### src/rtl/xsa_pkg.sv
// shared types and constants for the crossbar switch arbiter
package xsa_pkg;

  localparam int NODES       = 8;
  localparam int NODE_W      = 3;
  localparam int QUEUE_DEPTH = 8;
  localparam int QPTR_W      = 3;
  localparam int CNT_W       = 4;
  localparam int DATA_WIDTH  = 32;
  localparam int STEP_W      = NODE_W + 1;

  typedef enum logic [1:0] {
    CMD_PUSH = 2'd0,
    CMD_POP  = 2'd1,
    CMD_ADV  = 2'd2,
    CMD_NONE = 2'd3
  } cmd_t;

  typedef enum logic [1:0] {
    REG_MODE      = 2'd0,
    REG_IN_LIMIT  = 2'd1,
    REG_OUT_LIMIT = 2'd2,
    REG_GRANT     = 2'd3
  } reg_idx_t;

  typedef enum logic [2:0] {
    S_IDLE,
    S_PUSH,
    S_POP,
    S_POPW,
    S_SCAN,
    S_ARB,
    S_DONE
  } state_t;

  typedef struct packed {
    logic              mode;
    logic [3:0]        in_limit;
    logic [3:0]        out_limit;
    logic [7:0]        grant_period;
  } cfg_t;

  typedef struct packed {
    logic              load;
    logic              push;
    logic              pop;
    logic              pop_cap;
    logic              rd_en;
    logic              cap_en;
    logic              arb;
    logic              finish;
    logic [NODE_W-1:0] rd_idx;
    logic [NODE_W-1:0] cap_idx;
  } dp_cmd_t;

  typedef struct packed {
    logic pop_hit;
  } dp_sts_t;

  // limits above the queue depth saturate
  function automatic logic [CNT_W-1:0] eff_limit(input logic [3:0] lim);
    return (lim > 4'(QUEUE_DEPTH)) ? CNT_W'(QUEUE_DEPTH) : lim;
  endfunction

endpackage

### src/rtl/xsa_ctrl.sv
// controller state machine sequencing push, pop and advance transactions
module xsa_ctrl import xsa_pkg::*; (
  input  logic    clk,
  input  logic    rst,
  input  logic    start,
  input  cmd_t    cmd,
  input  dp_sts_t sts,
  output dp_cmd_t dcmd,
  output logic    busy,
  output logic    done
);

  state_t              state, state_next;
  logic [STEP_W-1:0]   cnt, cnt_next;

  // state register
  always_ff @(posedge clk) begin
    if (rst) begin
      state <= S_IDLE;
      cnt   <= '0;
    end else begin
      state <= state_next;
      cnt   <= cnt_next;
    end
  end

  // next state and datapath commands
  always_comb begin
    state_next = state;
    cnt_next   = cnt;
    dcmd       = '0;
    case (state)
      S_IDLE: begin
        if (start) begin
          dcmd.load = 1'b1;
          cnt_next  = '0;
          case (cmd)
            CMD_PUSH: state_next = S_PUSH;
            CMD_POP:  state_next = S_POP;
            CMD_ADV:  state_next = S_SCAN;
            default:  state_next = S_DONE;
          endcase
        end
      end
      S_PUSH: begin
        dcmd.push  = 1'b1;
        state_next = S_DONE;
      end
      S_POP: begin
        dcmd.pop   = 1'b1;
        state_next = sts.pop_hit ? S_POPW : S_DONE;
      end
      S_POPW: begin
        dcmd.pop_cap = 1'b1;
        state_next   = S_DONE;
      end
      S_SCAN: begin
        // read one head entry per cycle, capture it the cycle after
        dcmd.rd_en   = (cnt != STEP_W'(NODES));
        dcmd.cap_en  = (cnt != '0);
        dcmd.rd_idx  = cnt[NODE_W-1:0];
        dcmd.cap_idx = NODE_W'(cnt - 1'b1);
        if (cnt == STEP_W'(NODES)) begin
          state_next = S_ARB;
          cnt_next   = '0;
        end else begin
          cnt_next = cnt + 1'b1;
        end
      end
      S_ARB: begin
        dcmd.arb    = 1'b1;
        dcmd.rd_idx = cnt[NODE_W-1:0];
        if (cnt == STEP_W'(NODES - 1)) begin
          dcmd.finish = 1'b1;
          state_next  = S_DONE;
        end else begin
          cnt_next = cnt + 1'b1;
        end
      end
      S_DONE: begin
        state_next = S_IDLE;
      end
      default: begin
        state_next = S_IDLE;
      end
    endcase
  end

  assign busy = (state != S_IDLE);
  assign done = (state == S_DONE);

  // a result strobe lasts one cycle
  a_done_pulse: assert property (@(posedge clk) disable iff (rst) done |=> !done)
    else $error("result strobe held");

  // an accepted transaction makes the block busy
  a_start_busy: assert property (@(posedge clk) disable iff (rst)
    (start && !busy) |=> busy)
    else $error("transaction accepted without going busy");

endmodule

### config.mk
export PLATFORM = sky130hd
export DESIGN_NAME = xsa_ctrl
export DESIGN_NICKNAME = d
export VERILOG_FILES = /design/src/rtl/xsa_pkg.sv /design/src/rtl/xsa_ctrl.sv
export SDC_FILE = /design/constraint.sdc
export NUM_CORES = 1
export LEC_CHECK = 0
export BUFFER_PORTS_ARGS = -buffer_cell sky130_fd_sc_hd__buf_2
export CORE_MARGIN = 2
export CORE_UTILIZATION = 40
export DETAILED_ROUTE_END_ITERATION = 10
export PLACE_DENSITY = 0.77
export SLEW_MARGIN = 30
export SYNTH_ARGS = -nofsm -noshare
export SYNTH_HDL_FRONTEND = slang
export SYNTH_SLANG_ARGS = --single-unit
### constraint.sdc
create_clock -name clk -period 3.3 [get_ports clk]
set_input_delay 0.165 -clock clk [delete_from_list [all_inputs] [get_ports clk]]
set_output_delay 0.165 -clock clk [all_outputs]
set_load 0.05 [all_outputs]
After elaboration in Yosys (flattened, before gate mapping)
Index checks and enable logic that the tools add are counted. W data, S select, Z words.

Flip-flop bits (word level): 7.

$add $sub $neg: 2. Equal/unequal tests: 15. Muxes and demuxes: 20. Reduce and logical (&&, ||, !) cells: 9.

Operators with widths (number): $mux W3 (6); $pmux W3 S5 (1); $mux W4 (3); $pmux W4 S3 (1); $eq A3 B3 Y1 const B (3); $pmux W3 S3 (1); $ne A2 B2 Y1 const B (4); $eq A3 B2 Y1 const B (2); $mux W1 (6); $reduce_and A3 Y1 (2); $reduce_bool A3 Y1 (2); $add A4 B1 Y4 const B (1); $eq A4 B3 Y1 const B (1); $eq A4 B4 Y1 const B (1); $mux W2 (2); $ne A4 B4 Y1 const B (1); $reduce_bool A4 Y1 (1); $reduce_or A2 Y1 (2); $eq A3 B1 Y1 const B (1); $logic_not A3 Y1 (1); $sub A3 B1 Y3 const B (1); $eq A2 B1 Y1 const B (1); $eq A2 B2 Y1 const B (1); $logic_not A2 Y1 (1).

Depth between registers and ports, before layout
Depth in word-level cells: 4. Depth in mapped cells: 6.

Least setup slack after synthesis
OpenSTA, ideal clock, no wires.

Path type: register -> output. Start point: register state[2]. End point: output port dcmd[13] (netlist name). Arrival: 1.816 ns. Required time: 3.135 ns. Path slack: 1.319 ns. Stages on the path, launching flop included: 4. Path buffers: 1. Path through: dfxtp_1 clkbuf_1 or3_2 nor2_1.

RTL lines: from (decl) (RTL line xsa_ctrl.sv:13) `state_t state, state_next;`; from (signal assigned) (RTL line xsa_ctrl.sv:22) `state <= state_next;`; to (decl) (RTL line xsa_ctrl.sv:8) `output dp_cmd_t dcmd,`.

==> flow_metrics.tcl <==
set metrics [dict create \
    p_leak_nw 0.308 \
    dp_hpwl_um 1050 \
    p_per_area_nw_per_um2 686 \
    status "finished clean" \
    dpl_cell_area_um2 663 \
    setup_violations 0 \
    holdWs_ns 0.181 \
    reg2reg_slack_ns 1.61 \
    async_flop_share_pct 0 \
    synth_area_leader_cell "dfxtp_1" \
    viasPerCell 5.51 \
    synth_area_leaders "dfxtp_1, nor2_1, a21oi_1, nor3_1, o21ai_0" \
    maxSlewViolCount 0 \
    tns_ns 0 \
    grt_antenna_before_repair 0 \
    die_area_um2 1700 \
    synth_cells 76 \
    synth_nets 84 \
    synth_top_area_share_pct 25.2 \
    core_area_um2 1300 \
    place_congestion 0.849 \
    final-seq-area_um2 140 \
    rows 13 \
    cts-resized-gates 0 \
    clkLatencyLatePin_ns 0.26 \
    synth_xor_area_share_pct 1.58 \
    setup.worst_path.start "state[2]" \
    synth-compound-area-share_pct 22.1 \
    fin_area_um2 689 \
    hold_path_class "input port to flip-flop" \
    grt_setup_unrepaired "no" \
    synth_top_family_by_area "simple AND/OR/NAND/NOR gates" \
    peakVddDrop_mv 0.286 \
    pin_count 22 \
    clkSinkCount 7 \
    fin_util_pct 53.0 \
    synthMuxAreaShare_pct 0 \
    fp.dieW_um 41.3 \
    end_kind "primary output" \
    min_from "rst" \
    drt_first_iter_violations 20 \
    synth_area_per_cell_um2 7.31 \
    power.total_mw 0.473 \
    grt.total_usage_pct 19.3 \
    grt_pass1_vias 503 \
    n_antenna_cell 0 \
    crit_required_ns 3.13 \
    firstDrtPassIters 4 \
    synth_cell_types 31 \
    ys.flop_type "dfxtp_1" \
    synth-seq-area-share_pct 25.2 \
    synth_fa_ha_area_share_pct 4.50 \
    drc 0 \
    finClkSkew_ns 0.00428 \
    min_path_cells 2 \
    cap_violations 0 \
    cts_buffers 3 \
    place_inst 108 \
    clockRootBuffer "clkbuf_4" \
    drive_gt1_share_pct 28.9 \
    post-cts-setup-buffer-count 0 \
    grt_max_degree 14 \
    worstSetupStartpointType "flip-flop" \
    min_to "state[0]" \
    worstSetupPathType "flip-flop to primary output" \
    synth-simple-area-share_pct 39.6 \
    reg2reg_to "cnt[3]" \
    r2r.worst_path.cells 4 \
    tightest_slew_ns 0.465 \
    fin_crit_ns 1.82 \
    cp.arrival_ns 1.65 \
    start_util_pct 42.7 \
    route.detailed.wl_per_inst_um 12.2 \
    yosysWarnings 0 \
    clk_pin_slew_ns 0.06 \
    layout.nets 106 \
    multi_input_area_um2 377 \
    die_h_um 41.3 \
    post_synth_instance_area_um2 556 \
    grt_pass1_wl_um 2150 \
    vias 617 \
    ctsHoldBuffers 0 \
    yosysMostFrequentCell "nor2_1" \
    synth_seq_cells 7 \
    crit_path_max_fanout 12 \
    wl_um 1370 \
    maxClockFrequency_ghz 0.550 \
    grt_overflow 0 \
    fill_cells 135 \
    port-buffer-count 21 \
    ant_nets 0 \
    hold_viol 0 \
    instances_no_fill 112 \
    r2r_start "state[1]" \
    setup_slack_ns 1.48 \
    dp_slack_ns 1.63 \
    cts_tree "done" \
    cts_max_level 1 \
    fin_crit_sh_pct 55.1 \
    slew-limit-headroom_pct 68.7 \
    synthToLayoutAreaGrowth_pct 24.1 \
    clk_path_buf_depth 2 \
    synthTopCellsByCount "nor2_1, dfxtp_1" \
    synth-edff-count 0 \
]
==> routing by layer <==
metal	track usage, %	vias to the layer above	share of wire (%)
met5	0	-	0
met2	28.5	24	46
li1	-	313	-
met3	3.80	7	6.2
met4	10.5	0	2.8
met1	25.9	273	45
==> worst max-delay path by stage <==
stage                          end  slack (ns)  depth (start not counted)
after global placement      cnt[3]        1.67                          4
after floorplan           dcmd[13]        1.32                          3
after CTS                  dcmd[6]        1.49                          3
final                      dcmd[6]        1.48                          3
after global routing       dcmd[6]        1.36                          4
after detailed placement    cnt[3]        1.63                          4
==> cell usage in the layout (no fill, tap or decap), types with 3 or more instances in the layout <==
master	count
buf_2	21
nor2_1	9
dfxtp_1	7
inv_1	6
nor3_1	6
o21ai_0	6
a21oi_1	6
clkbuf_4	3
==> critical path: stages, from the launching register on <==
cell and delay [ns]:
dfxtp_1 0.52, and3b_4 0.27, nor3b_4 0.29, buf_2 0.32
==> state kept, by name, indices dropped and copies added (netlist names) <==
name / cells
cnt: 4
state: 3
==> power breakdown <==
part / internal (mW) / switching (mW)
logic: 0.0741 / 0.194
clock network: 0.0463 / 0.0347
registers: 0.0961 / 0.0275
total: 0.217 / 0.257
==> logic make-up (layout without fill, tap and decap cells) <==
| group | Yosys count | after routing |
|---|---|---|
| and+or+nand+nor | 36 | 36 |
| AOI/OAI and AO/OA | 20 | 20 |
| xor gates and xnor gates | 1 | 1 |
| DFF | 7 | 7 |
| buffers and inverters | 10 | 31 |
| adders and majority gates | 2 | 2 |
==> area by class of cell <==
class                           count  share of cell area, %
Tap cell                           15                   2.72
Sequential cell                     7                   20.3
Inverter                            6                   3.27
Timing Repair Buffer               21                   15.2
Multi-Input combinational cell     59                   54.6
Clock buffer                        4                   3.81
(Power assumes the default switching activity.)
